==> config.mk <==
export PLATFORM = sky130hd
export DESIGN_NAME = peak_rr_interval_detector
export DESIGN_NICKNAME = d
export VERILOG_FILES = /design/src/hw/rtl/prr_pkg.sv /design/src/hw/rtl/prr_win_ram.sv /design/src/hw/rtl/prr_rise_scan.sv /design/src/hw/rtl/peak_rr_interval_detector.sv
export SDC_FILE = /design/constraint.sdc
export NUM_CORES = 1
export LEC_CHECK = 0
export BUFFER_PORTS_ARGS = -buffer_cell sky130_fd_sc_hd__buf_4
export CAP_MARGIN = 20
export CORE_MARGIN = 2
export CORE_UTILIZATION = 35
export CTS_CLUSTER_DIAMETER = 30
export DETAILED_ROUTE_END_ITERATION = 16
export HOLD_SLACK_MARGIN = 0.03
export SYNTH_ARGS = -nofsm -noshare
export SYNTH_HDL_FRONTEND = slang
export SYNTH_SLANG_ARGS = --single-unit
==> constraint.sdc <==
create_clock -name clk -period 11.4 [get_ports clk]
set_input_delay 0 -clock clk [delete_from_list [all_inputs] [get_ports clk]]
set_output_delay 0 -clock clk [all_outputs]
set_load 0.05 [all_outputs]
==> src/hw/rtl/prr_pkg.sv <==
// Shared types and constants of the peak RR interval detector.
`default_nettype none

package prr_pkg;

  localparam int TIME_W    = 31;
  localparam int LEVEL_W   = 16;
  localparam int CFG_IDX_W = 1;
  localparam int CFG_W     = 16;
  localparam int RR_W      = 32;
  localparam int PIDX_W    = 5;
  localparam int IN_DATA_W = 48;
  localparam int OUT_DATA_W = 40;
  localparam int OUT_USER_W = 2;
  localparam int SCALED_W  = 27;

  localparam logic [CFG_IDX_W-1:0] REG_REFRACTORY = 1'd0;
  localparam logic [CFG_IDX_W-1:0] REG_THRESHOLD  = 1'd1;

  localparam logic [CFG_W-1:0]          REFRACTORY_RESET = 16'd50;
  localparam logic signed [LEVEL_W-1:0] THRESHOLD_RESET  = 16'sd1229;

  localparam logic signed [SCALED_W-1:0] RISE_NUM = 27'sd1000;
  localparam logic signed [SCALED_W-1:0] RISE_DEN = 27'sd1001;

  typedef struct packed {
    logic signed [LEVEL_W-1:0] level;
    logic [TIME_W-1:0]         tstamp;
  } win_entry_t;

endpackage

`default_nettype wire

==> src/hw/rtl/prr_win_ram.sv <==
// Window sample memory with one write port and one registered read port.
`default_nettype none

module prr_win_ram
  import prr_pkg::*;
#(
  parameter int DEPTH = 10,
  parameter int AW    = 4
) (
  input  wire logic          clk,
  input  wire logic          wr_en,
  input  wire logic [AW-1:0] wr_addr,
  input  wire win_entry_t    wr_data,
  input  wire logic          rd_en,
  input  wire logic [AW-1:0] rd_addr,
  output win_entry_t         rd_data_r
);

  win_entry_t mem [DEPTH];

  always_ff @(posedge clk) begin
    if (wr_en) begin
      mem[wr_addr] <= wr_data;
    end
    if (rd_en) begin
      rd_data_r <= mem[rd_addr];
    end
  end

endmodule

`default_nettype wire

==> src/hw/rtl/prr_rise_scan.sv <==
// Rising-edge search over the window entries as they stream out of memory.
`default_nettype none

module prr_rise_scan
  import prr_pkg::*;
#(
  parameter int IDXW = 4
) (
  input  wire logic            clk,
  input  wire logic            rst_n,
  input  wire logic            start,
  input  wire logic            rd_valid,
  input  wire logic [IDXW-1:0] rd_idx,
  input  wire win_entry_t      rd_entry,
  output logic                 found_r,
  output logic [IDXW-1:0]      hit_idx_r,
  output logic [TIME_W-1:0]    hit_time_r
);

  logic signed [LEVEL_W-1:0]  prev_level_r;
  logic signed [SCALED_W-1:0] cur_scaled;
  logic signed [SCALED_W-1:0] prev_scaled;
  logic                       rise;

  always_comb begin
    cur_scaled  = SCALED_W'($signed(rd_entry.level)) * RISE_NUM;
    prev_scaled = SCALED_W'(prev_level_r) * RISE_DEN;
    rise        = (rd_idx != '0) && (cur_scaled >= prev_scaled);
  end

  always_ff @(posedge clk) begin
    if (!rst_n) begin
      found_r <= 1'b0;
    end else if (start) begin
      found_r <= 1'b0;
    end else if (rd_valid && rise) begin
      found_r <= 1'b1;
    end
  end

  always_ff @(posedge clk) begin
    if (rd_valid) begin
      prev_level_r <= rd_entry.level;
      if (rise) begin
        hit_idx_r  <= rd_idx;
        hit_time_r <= rd_entry.tstamp;
      end
    end
  end

endmodule

`default_nettype wire

==> src/hw/rtl/peak_rr_interval_detector.sv <==
// Top level of the peak RR interval detector.
// One sample is taken per transaction and exactly one result follows it. The
// window of the newest 2*WINDOW_HALF samples lives in a single-port-read RAM
// used as a ring buffer. A sample at or below the threshold goes straight to
// emit; one above it first passes the scan state, where the rising-edge search
// walks the RAM read port one entry per cycle over the n window entries (at
// most 2*WINDOW_HALF). A new sample is taken while the previous result still
// waits in the output register. No clearing pass is needed after reset.
`default_nettype none

module peak_rr_interval_detector
  import prr_pkg::*;
#(
  parameter int WINDOW_HALF = 5
) (
  input  wire logic                  clk,
  input  wire logic                  rst_n,
  input  wire logic                  in_tvalid,
  output logic                       in_tready,
  // sample_time [30:0], potential [46:31]
  input  wire logic [IN_DATA_W-1:0]  in_tdata,
  output logic                       out_tvalid,
  input  wire logic                  out_tready,
  // peak_index [4:0], rr_interval [36:5]
  output logic [OUT_DATA_W-1:0]      out_tdata,
  // index_valid [0], rr_valid [1]
  output logic [OUT_USER_W-1:0]      out_tuser,
  input  wire logic                  cfg_we,
  input  wire logic [CFG_IDX_W-1:0]  cfg_index,
  input  wire logic [CFG_W-1:0]      cfg_data
);

  localparam int DEPTH = 2 * WINDOW_HALF;
  localparam int AW    = $clog2(DEPTH);
  localparam int CW    = $clog2(DEPTH + 1);

  localparam logic [1:0] ST_IDLE = 2'd0;
  localparam logic [1:0] ST_SCAN = 2'd1;
  localparam logic [1:0] ST_EMIT = 2'd2;

  function automatic logic [AW-1:0] ptr_inc(input logic [AW-1:0] p);
    ptr_inc = (p == AW'(DEPTH - 1)) ? '0 : p + 1'b1;
  endfunction

  logic [1:0]                state_r, state_nxt;
  logic [CFG_W-1:0]          refractory_r;
  logic signed [LEVEL_W-1:0] threshold_r;
  logic [AW-1:0]             head_r, wr_ptr_r, rd_ptr_r;
  logic [CW-1:0]             cnt_r, n_r, iss_k_r;
  logic                      above_r;
  logic                      rd_valid_r;
  logic [AW-1:0]             rd_idx_r;
  logic signed [AW:0]        held_r;
  logic signed [RR_W-1:0]    last_peak_r;
  logic                      out_valid_r;
  logic [OUT_DATA_W-1:0]     out_data_r;
  logic [OUT_USER_W-1:0]     out_user_r;

  win_entry_t                in_entry;
  win_entry_t                rd_entry;
  logic                      accept, full, rd_en, scan_last, emit_go;
  logic [AW-1:0]             head_nxt;
  logic                      found;
  logic [AW-1:0]             hit_idx;
  logic [TIME_W-1:0]         hit_time;
  logic signed [AW:0]        held_sel;
  logic signed [RR_W-1:0]    held_ext;
  logic signed [RR_W:0]      diff;
  logic                      rr_ok;

  assign in_entry.tstamp = in_tdata[TIME_W-1:0];
  assign in_entry.level  = in_tdata[TIME_W+LEVEL_W-1:TIME_W];

  assign in_tready  = (state_r == ST_IDLE);
  assign accept     = in_tvalid && in_tready;
  assign full       = (cnt_r == CW'(DEPTH));
  assign head_nxt   = full ? ptr_inc(head_r) : head_r;
  assign rd_en      = (state_r == ST_SCAN) && (iss_k_r < n_r);
  assign scan_last  = rd_valid_r && (rd_idx_r == AW'(n_r - 1'b1));
  assign emit_go    = (state_r == ST_EMIT) && (!out_valid_r || out_tready);

  prr_win_ram #(.DEPTH(DEPTH), .AW(AW)) u_ram (
    .clk       (clk),
    .wr_en     (accept),
    .wr_addr   (wr_ptr_r),
    .wr_data   (in_entry),
    .rd_en     (rd_en),
    .rd_addr   (rd_ptr_r),
    .rd_data_r (rd_entry)
  );

  prr_rise_scan #(.IDXW(AW)) u_scan (
    .clk        (clk),
    .rst_n      (rst_n),
    .start      (accept),
    .rd_valid   (rd_valid_r),
    .rd_idx     (rd_idx_r),
    .rd_entry   (rd_entry),
    .found_r    (found),
    .hit_idx_r  (hit_idx),
    .hit_time_r (hit_time)
  );

  always_comb begin
    state_nxt = state_r;
    case (state_r)
      ST_IDLE: begin
        if (accept) begin
          state_nxt = ($signed(in_entry.level) > threshold_r) ? ST_SCAN : ST_EMIT;
        end
      end
      ST_SCAN: begin
        if (scan_last) begin
          state_nxt = ST_EMIT;
        end
      end
      ST_EMIT: begin
        if (emit_go) begin
          state_nxt = ST_IDLE;
        end
      end
      default: state_nxt = ST_IDLE;
    endcase
  end

  always_comb begin
    held_sel = found ? $signed({1'b0, hit_idx}) : held_r;
    held_ext = RR_W'(held_sel);
    diff     = $signed({2'b00, hit_time}) - (RR_W + 1)'(last_peak_r);
    rr_ok    = found && (hit_idx == AW'(WINDOW_HALF)) && (hit_time != '0) &&
               (diff > $signed({(RR_W + 1 - CFG_W)'(0), refractory_r}));
  end

  always_ff @(posedge clk) begin
    if (!rst_n) begin
      state_r      <= ST_IDLE;
      refractory_r <= REFRACTORY_RESET;
      threshold_r  <= THRESHOLD_RESET;
      head_r       <= '0;
      wr_ptr_r     <= '0;
      cnt_r        <= '0;
      rd_valid_r   <= 1'b0;
      held_r       <= '1;
      last_peak_r  <= '1;
      out_valid_r  <= 1'b0;
    end else begin
      state_r    <= state_nxt;
      rd_valid_r <= rd_en;
      if (cfg_we) begin
        case (cfg_index)
          REG_REFRACTORY: refractory_r <= cfg_data;
          REG_THRESHOLD:  threshold_r  <= $signed(cfg_data);
          default: ;
        endcase
      end
      if (accept) begin
        wr_ptr_r <= ptr_inc(wr_ptr_r);
        head_r   <= head_nxt;
        if (!full) begin
          cnt_r <= cnt_r + 1'b1;
        end
      end
      if (emit_go) begin
        out_valid_r <= 1'b1;
        if (above_r) begin
          held_r <= held_sel;
          if (rr_ok) begin
            last_peak_r <= $signed({1'b0, hit_time});
          end
        end
      end else if (out_tready) begin
        out_valid_r <= 1'b0;
      end
    end
  end

  always_ff @(posedge clk) begin
    if (accept) begin
      above_r <= ($signed(in_entry.level) > threshold_r);
      n_r     <= full ? CW'(DEPTH) : cnt_r + 1'b1;
      rd_ptr_r <= head_nxt;
      iss_k_r <= '0;
    end else if (rd_en) begin
      rd_ptr_r <= ptr_inc(rd_ptr_r);
      iss_k_r  <= iss_k_r + 1'b1;
    end
    if (rd_en) begin
      rd_idx_r <= iss_k_r[AW-1:0];
    end
    if (emit_go) begin
      if (above_r) begin
        out_user_r <= {rr_ok, 1'b1};
        out_data_r <= {(OUT_DATA_W - RR_W - PIDX_W)'(0),
                       rr_ok ? diff[RR_W-1:0] : RR_W'(0),
                       held_ext[PIDX_W-1:0]};
      end else begin
        out_user_r <= '0;
        out_data_r <= '0;
      end
    end
  end

  assign out_tvalid = out_valid_r;
  assign out_tdata  = out_data_r;
  assign out_tuser  = out_user_r;

endmodule

`default_nettype wire

==> summary.txt, run 1 <==
final core utilization -> 43.3%
initial antenna violation count -> 6
Hold EP -> u_ram.mem[9][26]
worst skew pair latency -> 730 ps
critical path data arrival time -> 8060 ps
Die Ht -> 327 um
Starting DRT DRC Count -> 1,300
via count -> 21,500
largest net degree at the start of global routing -> 87
Critical Path Sink Type -> flip-flop
internal cell power -> 0.00777 W
drc violations -> 0
YS warnings -> 0
share of cells above drive strength 1 -> 15.9%
Core Region -> 103,000 um^2
worst reg2reg endpoint -> u_scan.hit_time_r[28]
Worst Hold Class -> primary input to flip-flop
Die W -> 327 um
relative slew slack -> 39.4%
Comb power frac -> 40.0%
Req. time, crit path -> 11,740 ps
DR vias/cell -> 4.86
post-DP HPWL -> 51,900 um
Overflow after GRT -> 0
sequential share of the synthesized area -> 55.9%
post-route antenna net violation count -> 0
TritonCTS clock tree -> yes
most common cell in the netlist -> edfxtp_1
Commonest cells post-synth -> edfxtp_1 (620), inv_1 (336), ha_1 (246), nand2_1 (154), fa_1 (136)
Final min period -> 7720 ps
fin crit share -> 67.7%
sequential power share -> 26.0%
Overall Global Routing Usage -> 15.3%
DP Worst Slack -> 3650 ps
R2R depth -> 24
#FFs+latches synth -> 710
Area Growth Syn to Fin -> 22.5%
H-Tree Depth -> 4
status -> complete, no violations
routability congestion estimate -> 0.834
Crit Reg-Reg Startpoint -> u_scan.prev_level_r[7]
Clock Path Buffers -> 3
unrepaired setup endpoints after global routing -> no
Setup crit start -> u_scan.prev_level_r[7]
# port buffers -> 109
vias in the first global route -> 22,100
worst-path fanout max -> 35
Avg Inst Size Synth -> 13.8 um^2
Crit Path Class -> flip-flop to flip-flop
Startpoint Class -> flip-flop
Slew Viols, Final -> 0
total of max-cap violations -> 0
fraction of power spent switching nets -> 35.1%
Post-CTS Setup Inserts -> 0
reg-to-reg slack, setup -> 3680 ps
Synth area leader -> edfxtp_1
starting density of the core -> 35.3%
I/O pins -> 114
VDD IR max -> 275 uV
Worst-Margin Slew -> 909 ps
setup ws final -> 3680 ps
final hold violations -> 0
Synth Instances -> 2,653
ranking of synthesized cells by area -> edfxtp_1 (51%), ha_1 (8.4%), fa_1 (7.4%)
WL/cell -> 18.2 um
Worst-path clk slew -> 50 ps
Clock Sinks -> 710
first-pass GRT wire length -> 127,000 um
Async SR Flop Fraction -> 0%
final setup fails -> 0
P per Cell Area -> 267 nW/um^2
Worst Hold Depth -> 2
Pre-antenna DRT Iters -> 5
Setup Skew -> 46.2 ps
f_max -> 130 MHz
Filler Cell Count -> 9,345
Die ar. -> 107,000 um^2
Switching Power -> 0.00421 W
setup TNS -> 0 ps
number of enable flip-flop cells after synthesis -> 620
area of the mapped netlist -> 36,600 um^2
Post-synth top flop -> edfxtp_1
final WL -> 80,300 um
CTS Buf Count -> 137
clock power share -> 34.0%
worst hold start -> in_tdata[26]
Root Driver -> clkbuf_16
Netlist cell types -> 67
top cell type's share of synthesized area -> 50.9%
Static Leak -> 17.7 nW
Nets -> 3,382
FP Rows -> 118
## area by class of cell
class                   count  area, um^2  share of cell area [%]
flip-flops and latches    710       20400                    45.6
multi-input cells        1519       14600                    32.6
clock buffers             154        3510                    7.84
repair buffers            225        1930                    4.31
well taps                1380        1730                    3.86
clock inverters            96        1340                    2.99
inverters                 337        1260                    2.82
diodes                      1        2.50                 0.00559
## power by group through the flow
stage	logic (W)	registers, W	clock network (W)
after CTS	0.00484	0.00312	0.00414
final	0.00479	0.00312	0.00407
after global routing	0.00553	0.00313	0.00428
after global placement	0.00472	0.00316	0
after floorplan	0.00369	0.00313	0
after detailed placement	0.00476	0.00317	0
## critical path: stages, from the launching register on
cell	delay, ps
edfxtp_1	490
inv_1	280
fa_1	480
fa_1	510
inv_1	60
fa_1	500
fa_1	550
inv_1	60
fa_1	540
inv_1	50
ha_1	380
nor2b_1	190
a311oi_1	70
or3_1	450
o21ai_0	450
a21oi_1	170
o21ba_2	220
xor2_1	140
ha_1	290
and4_1	220
nand4_1	230
nor3_1	230
nand2_1	200
a21oi_4	180
buf_4	400
## per-layer routing
metal | GRT usage [%] | part of all wire (%)
met1 | 21.3 | 46
met2 | 23.6 | 45
met3 | 3.19 | 5.3
met5 | 0 | 0.075
met4 | 5.51 | 2.9
## cell usage in the layout (no fill, tap or decap), drive strengths merged, types with 7 or more instances in the layout
cell / count
o211ai: 14
a21boi: 29
mux4: 94
o21a: 14
nor2: 67
a211oi: 58
a21oi: 122
a21o: 33
buf: 137
or3: 9
inv: 347
or2: 11
o21ai: 51
nor4: 13
nor2b: 37
o21bai: 9
a31oi: 7
fa: 136
nand4: 25
clkinvlp: 12
dlygate4sd3: 88
bufinv: 16
nand3: 20
nand2b: 20
mux2i: 87
nand2: 154
ha: 246
clkbuf: 154
clkinv: 58
xor2: 28
and2: 75
edfxtp: 620
nor3: 29
dfxtp: 90
xnor2: 57
## registers in the layout, summed over array words and instances (netlist names), 5 cells and up
register and count:
refractory_r 16, u_ram.mem 470, u_scan.hit_time_r 31, out_tdata 37
held_r 5, u_ram.rd_data_r 47, last_peak_r 32, u_scan.prev_level_r 16
threshold_r 16
## cells by family (layout without fill, tap and decap cells)
| logic type | Yosys count | in the layout | share of synthesized area [%] |
|---|---|---|---|
| simple gates | 480 | 480 | 6.60 |
| flops | 710 | 710 | 55.9 |
| buf+inv | 426 | 812 | 4.47 |
| compound gates | 388 | 388 | 6.98 |
| mux | 181 | 181 | 8.17 |
| other cells | 1 | 4 | 0.0103 |
| xor+xnor | 85 | 85 | 2.04 |
| fa+ha+maj | 382 | 382 | 15.9 |
## how the worst max path moves through the flow
stage	slack [ps]	to
final	3680	u_scan.hit_time_r[28]
after global routing	3100	u_scan.hit_time_r[12]
after CTS	3640	u_scan.hit_time_r[28]
after detailed placement	3650	u_scan.hit_time_r[26]
after global placement	3670	u_scan.hit_time_r[24]
after floorplan	3200	u_scan.hit_idx_r[0]
## metrics by stage
step	hold WS [ps]	total power (W)	area, um^2	std cells
floorplan	98.9	0.00682	36600	2655
global placement	238	0.00788	39000	4082
detailed placement	247	0.00793	39000	4082
CTS	30.9	0.0121	44800	4420
global route	53.2	0.0129	44800	4422
finish	55.4	0.0120	44800	4422
## timing repair
item                                    in CTS  in global routing
endpoints found under the hold margin      563                  0
resized for setup                            0                  0
hold buffers                                88                  0
endpoints found under the setup margin       0                  0
Note: power is estimated with default switching activity, not from simulation.
==> inputs of run 2 (changes only) <==
- clock period: 11.4 -> 6.2 ns (I/O delays scaled with it)
==> run 2 against run 1 <==
Effect of this change:
- highest routed layer unchanged
- critical endpoint is now u_scan.hit_time_r[16]
- combinational power is 120% higher
- the run now ends with setup timing left
- critical path type unchanged
- cell count rose by 2.2%
- fmax up 15%
- die area unchanged
- non-clock buffer count up 126
==> summary.txt, run 2 (synthesized netlist as in run 1, its figures left out) <==
DR vias/cell -> 4.85 (-0.23%)
post-route antenna net violation count -> 0 (unchanged)
Die W -> 327 um (unchanged)
Worst-path clk slew -> 60 ps (about the same)
final hold violations -> 0 (unchanged)
Clock Path Buffers -> 3 (unchanged)
P per Cell Area -> 507 nW/um^2 (+90%)
Overflow after GRT -> 0 (unchanged)
commonest non-fill, non-tap cell in the layout -> edfxtp_1
drc violations -> 0 (unchanged)
starting density of the core -> 35.3% (unchanged)
worst-path fanout max -> 4 (-89%)
Starting DRT DRC Count -> 1,480 (+14%)
unrepaired setup endpoints after global routing -> yes
total of max-cap violations -> 0 (unchanged)
WL/cell -> 18.5 um (+2.0%)
Top reg by flops -> u_ram.mem
Critical Path Sink Type -> flip-flop
Worst Hold Class -> primary input to flip-flop
most frequent cells in the layout -> edfxtp_1 (620), inv_1 (328), buf_4 (259), ha_1 (240), nand2_1 (153)
final WL -> 83,700 um (+4.2%)
Setup Skew -> 66.7 ps (+20.5 ps)
Overall Global Routing Usage -> 15.6% (+0.38 points)
Filler Cell Count -> 9,275 (-0.75%)
Final min period -> 6730 ps (-988 ps)
vias in the first global route -> 22,300 (+1.0%)
final core utilization -> 43.8% (+0.51 points)
Largest register FFs -> 470 (unchanged)
area of the multi-input gates -> 14,800 um^2 (+1.1%)
Static Leak -> 18.0 nW (+1.9%)
I/O pins -> 114 (unchanged)
worst hold start -> in_tdata[20]
Req. time, crit path -> 6580 ps (-5160 ps)
initial antenna violation count -> 9 (+3)
Startpoint Class -> flip-flop
max incr delay on CP -> 560 ps (about the same)
Hold EP -> u_ram.mem[7][20]
final setup fails -> 36 (+36)
post-DP HPWL -> 55,000 um (+6.0%)
routability congestion estimate -> 0.822 (-1.3%)
Final Total Pwr -> 0.0230 W (+92%)
H-Tree Depth -> 3 (-1)
register area -> 20,400 um^2 (unchanged)
Pre-antenna DRT Iters -> 5 (unchanged)
Root Driver -> clkbuf_16
Slew Viols, Final -> 0 (unchanged)
Crit path top cell by count -> fa_1
f_max -> 149 MHz (+15%)
status -> complete, but fails checks
final cell count without fillers -> 4,519 (+2.2%)
Die Ht -> 327 um (unchanged)
placed cell count -> 4,189 (+2.6%)
Area Growth Syn to Fin -> 24.0%
# port buffers -> 109 (unchanged)
fin crit share -> 109% (+41 points)
worst reg2reg endpoint -> u_scan.hit_time_r[16]
Worst-Margin Slew -> 1020 ps (+114 ps)
TritonCTS clock tree -> yes
Die ar. -> 107,000 um^2 (unchanged)
first-pass GRT wire length -> 130,000 um (+2.6%)
Worst Hold Depth -> 2 (unchanged)
critical path data arrival time -> 7110 ps (-950 ps)
reg-to-reg slack, setup -> -530 ps (-4210 ps)
worst skew pair latency -> 700 ps (-30 ps)
Clock Sinks -> 710 (unchanged)
Crit Path Class -> flip-flop to flip-flop
VDD IR max -> 498 uV (+81%)
relative slew slack -> 31.8% (-7.6 points)
Crit Reg-Reg Startpoint -> u_scan.prev_level_r[7]
largest net degree at the start of global routing -> 107 (+23%)
Core Region -> 103,000 um^2 (unchanged)
R2R depth -> 27 (+13%)
failing checks -> setup timing
CP max-delay cell -> fa_1
share of cells above drive strength 1 -> 20.1% (+4.3 points)
Nets -> 3,487 (+3.1%)
FP Rows -> 118 (unchanged)
via count -> 21,900 (+2.0%)
setup ws final -> -529 ps (-4210 ps)
CTS Buf Count -> 116 (-15%)
==> run 2: cell types whose count changed in the layout (fill, tap and decap cells not counted), sizes merged, moves of 2 or more <==
cell,change
buf,+132
inv,+17
clkinv,-16
dlygate4sd3,-8
clkinvlp,+2
bufinv,-2
clkbuf,-29
==> run 2: worst max path at each step <==
stage                                 startpoint               endpoint  slack [ps]  depth (start not counted)
after floorplan                       state_r[0]        u_ram.mem[2][0]        -920                          6
after global placement    u_scan.prev_level_r[4]  u_scan.hit_time_r[24]        -540                         29
after detailed placement  u_scan.prev_level_r[6]  u_scan.hit_time_r[26]        -550                         25
after CTS                 u_scan.prev_level_r[4]  u_scan.hit_time_r[25]        -530                         29
after global routing      u_scan.prev_level_r[7]  u_scan.hit_time_r[16]        -840                         29
final                     u_scan.prev_level_r[7]  u_scan.hit_time_r[16]        -530                         27
==> run 2: where the power goes <==
| part | switching (W) | leakage (nW) | internal, W |
|---|---|---|---|
| Clock | 0.00248 | 1.98 | 0.00414 |
| Combinational | 0.00543 | 9.64 | 0.00524 |
| Sequential | 0.000160 | 6.39 | 0.00551 |
| Total | 0.00807 | 18.0 | 0.0149 |
==> run 2: layout make-up <==
| class | instances | area share (%) |
|---|---|---|
| clock buffer | 123 | 6.53 |
| inverter | 337 | 2.79 |
| tap | 1380 | 3.81 |
| antenna | 2 | 0.0110 |
| multi-input combinational | 1519 | 32.6 |
| clock inverter | 97 | 2.60 |
| timing repair buffer | 351 | 6.61 |
| sequential | 710 | 45.1 |
==> run 2: repair_timing <==
| item | in CTS | in global routing |
|---|---|---|
| pin swaps | 23 | 29 |
| endpoints found under the hold margin | 559 | 0 |
| resized for setup | 19 | 13 |
| buffers inserted | 13 | 8 |
| gates cloned | 3 | 3 |
| hold buffers | 80 | 0 |
| endpoints found under the setup margin | 36 | 36 |
==> run 2: routing by layer <==
layer / GRT usage [%] / vias up / wire length (um)
met5: 0 / - / 87
met4: 4.69 / 14 / 1820
met3: 2.49 / 131 / 4360
met2: 24.9 / 487 / 38800
met1: 22.0 / 10900 / 38700
li1: - / 10400 / -
==> run 2: metrics by stage <==
step | setup slack [ps] | cell area [um^2] | hold slack [ps] | TNS, ps
2_1_floorplan | -917 | 36600 | 98.9 | -106210
3_3_place_gp | -542 | 39900 | 253 | -18890
3_5_place_dp | -553 | 39900 | 250 | -19310
4_1_cts | -525 | 45100 | 54.5 | -16830
5_1_grt | -838 | 45300 | 89.1 | -28390
6_report | -529 | 45300 | 101 | -17130
==> run 2: worst max-delay path, delay by kind of cell, from the launching register on <==
kind                       cells  cell delay [ps]
DFF                            1              370
AOI/OAI and AO/OA              7             1220
adders and majority gates      7             3040
buffers and inverters          8              820
and+or+nand+nor                4              940
xor gates and xnor gates       1              100
==> inputs of run 3 (changes only) <==
- SETUP_SLACK_MARGIN: default -> 0.4
==> run 3 against run 2 <==
Effect of this change:
- the flow still finishes with violations (setup timing)
- fmax is essentially flat
- core utilization grew 0.16 points
- register-to-register slack is essentially flat
- die area is the same
- global-route usage is essentially flat
- power grew 1.7%
- non-clock buffer count grew 9
- count of clock-buffer cells in the layout grew 2
- largest power group unchanged
- highest routed layer unchanged
==> summary.txt, run 3 (synthesized netlist as in run 1, its figures left out) <==
TritonCTS clock tree -> yes
Die ar. -> 107,000 um^2 (unchanged)
first-pass GRT wire length -> 130,000 um (+0.16%)
Overall Global Routing Usage -> 15.7% (+0.038 points)
setup ws final -> -523 ps (+5.85 ps)
hold_ws -> 98.3 ps (-2.62 ps)
H-Tree Depth -> 3 (unchanged)
Antenna Cells -> 0 (-2)
f_max -> 149 MHz (about the same)
final hold violations -> 0 (unchanged)
I/O pins -> 114 (unchanged)
worst hold start -> in_tdata[19]
failing checks -> setup timing
Pre-antenna DRT Iters -> 5 (unchanged)
post-DP HPWL -> 55,600 um (+1.1%)
Clock Sinks -> 710 (unchanged)
R2R depth -> 30 (+11%)
Die Ht -> 327 um (unchanged)
Critical Path Sink Type -> flip-flop
vias in the first global route -> 22,700 (+1.7%)
P per Cell Area -> 514 nW/um^2 (+1.3%)
Clock Path Buffers -> 3 (unchanged)
Worst Hold Depth -> 2 (unchanged)
reg-to-reg slack, setup -> -520 ps (about the same)
Area Growth Syn to Fin -> 24.4%
unrepaired setup endpoints after global routing -> yes
final setup fails -> 36 (unchanged)
relative slew slack -> 25.8% (-6.0 points)
share of cells above drive strength 1 -> 20.4% (+0.26 points)
drc violations -> 0 (unchanged)
CTS Buf Count -> 117 (+0.86%)
Startpoint Class -> flip-flop
worst skew pair latency -> 700 ps (about the same)
final WL -> 84,000 um (+0.31%)
area of the multi-input gates -> 14,800 um^2 (+0.43%)
Slew Viols, Final -> 0 (unchanged)
register area -> 20,400 um^2 (unchanged)
Worst-Margin Slew -> 1110 ps (+89.8 ps)
critical path data arrival time -> 7130 ps (+20 ps)
worst reg2reg endpoint -> u_scan.hit_time_r[21]
starting density of the core -> 35.3% (unchanged)
Hold EP -> u_ram.mem[2][19]
max incr delay on CP -> 550 ps (about the same)
Setup Skew -> 45.1 ps (-21.6 ps)
CP max-delay cell -> fa_1
Core Region -> 103,000 um^2 (unchanged)
Root Driver -> clkbuf_16
VDD IR max -> 623 uV (+25%)
Static Leak -> 18.1 nW (+0.28%)
most frequent cells in the layout -> edfxtp_1 (620), inv_1 (327), buf_4 (257), ha_1 (240), nand2_1 (154)
# port buffers -> 109 (unchanged)
Crit path top cell by count -> fa_1
Final min period -> 6720 ps (-5.86 ps)
Starting DRT DRC Count -> 1,343 (-9.3%)
worst-path fanout max -> 5 (+1)
DR vias/cell -> 4.84 (-0.19%)
initial antenna violation count -> 11 (+2)
Worst-path clk slew -> 50 ps (about the same)
WL/cell -> 18.5 um (+0.15%)
fin crit share -> 108% (about the same)
post-route antenna net violation count -> 0 (unchanged)
Crit Path Class -> flip-flop to flip-flop
routability congestion estimate -> 0.834 (+1.3%)
Worst Hold Class -> primary input to flip-flop
setup TNS -> -17,020 ps (+110 ps)
FP Rows -> 118 (unchanged)
Req. time, crit path -> 6610 ps (+30 ps)
commonest non-fill, non-tap cell in the layout -> edfxtp_1
total of max-cap violations -> 0 (unchanged)
Overflow after GRT -> 0 (unchanged)
Die W -> 327 um (unchanged)
Largest register FFs -> 470 (unchanged)
Filler Cell Count -> 9,232 (-0.46%)
largest net degree at the start of global routing -> 104 (-2.8%)
status -> complete, but fails checks
Crit Reg-Reg Startpoint -> u_scan.prev_level_r[6]
Top reg by flops -> u_ram.mem
Nets -> 3,497 (+0.29%)
via count -> 21,900 (-0.032%)
==> run 3: cell count changes in the layout (fill, tap and decap cells not counted), sizes merged, moves of 3 or more <==
cell | previous run | this run
dlygate4sd3 | 80 | 87
buf | 269 | 272
bufinv | 14 | 17
inv | 364 | 353
clkinv | 42 | 46
==> run 3: repair_timing <==
| action | CTS | global route |
|---|---|---|
| pin swaps | 17 | 12 |
| hold endpoints to repair | 563 | 0 |
| cloned | 3 | 1 |
| setup endpoints to repair | 36 | 93 |
| setup buffers | 12 | 6 |
| hold buffers | 87 | 0 |
| gates resized for setup | 28 | 16 |
==> run 3: per-stage QoR <==
stage               total power, W  instances  area (um^2)  worst slack [ps]  util (%)
CTS                         0.0232       4518        45300              -468      43.8
global route                0.0251       4526        45500              -801      43.9
floorplan                   0.0127       2655        36600              -917         -
finish                      0.0234       4526        45500              -523      43.9
detailed placement          0.0159       4196        40000              -643      38.6
global placement            0.0158       4196        40000              -552      38.6
==> run 3: final cells by class <==
type	instances	share of cell area [%]
clock buffer	125	6.50
clock inverter	95	2.59
inverter	337	2.78
multi-input combinational	1519	32.6
sequential	710	44.9
tap	1380	3.80
timing repair buffer	360	6.83
==> run 3: how the worst max path moves through the flow <==
| stage | startpoint | end | cells past startpoint | slack, ps |
|---|---|---|---|---|
| 3_3_place_gp | u_scan.prev_level_r[4] | u_scan.hit_time_r[24] | 28 | -550 |
| 2_1_floorplan | state_r[0] | u_ram.mem[2][0] | 6 | -920 |
| 6_report | u_scan.prev_level_r[6] | u_scan.hit_time_r[21] | 30 | -520 |
| 5_1_grt | u_scan.prev_level_r[6] | u_scan.hit_time_r[22] | 30 | -800 |
| 4_1_cts | u_scan.prev_level_r[6] | u_scan.hit_time_r[21] | 30 | -470 |
| 3_5_place_dp | u_scan.prev_level_r[3] | u_scan.hit_time_r[24] | 28 | -640 |
==> run 3: per-layer routing <==
metal | vias to the layer above | wire length, um | track usage, %
li1 | 10400 | - | -
met5 | - | 100 | 0
met1 | 10900 | 39100 | 21.7
met2 | 432 | 39300 | 25.3
met3 | 122 | 3780 | 2.59
met4 | 16 | 1690 | 4.97
==> run 3: power by group <==
group | total, W | switching [W] | internal [W]
Sequential | 0.00568 | 0.000167 | 0.00552
Combinational | 0.0111 | 0.00568 | 0.00537
Clock | 0.00663 | 0.00240 | 0.00422
Total | 0.0234 | 0.00825 | 0.0151
==> run 3: worst max-delay path: cells and delay by family (launching register included) <==
| family | cells | cell delay (ps) |
|---|---|---|
| fa+ha+maj | 7 | 2930 |
| compound gates | 9 | 1360 |
| simple gates | 5 | 840 |
| buf+inv | 8 | 780 |
| flops | 1 | 410 |
| xor+xnor | 1 | 140 |
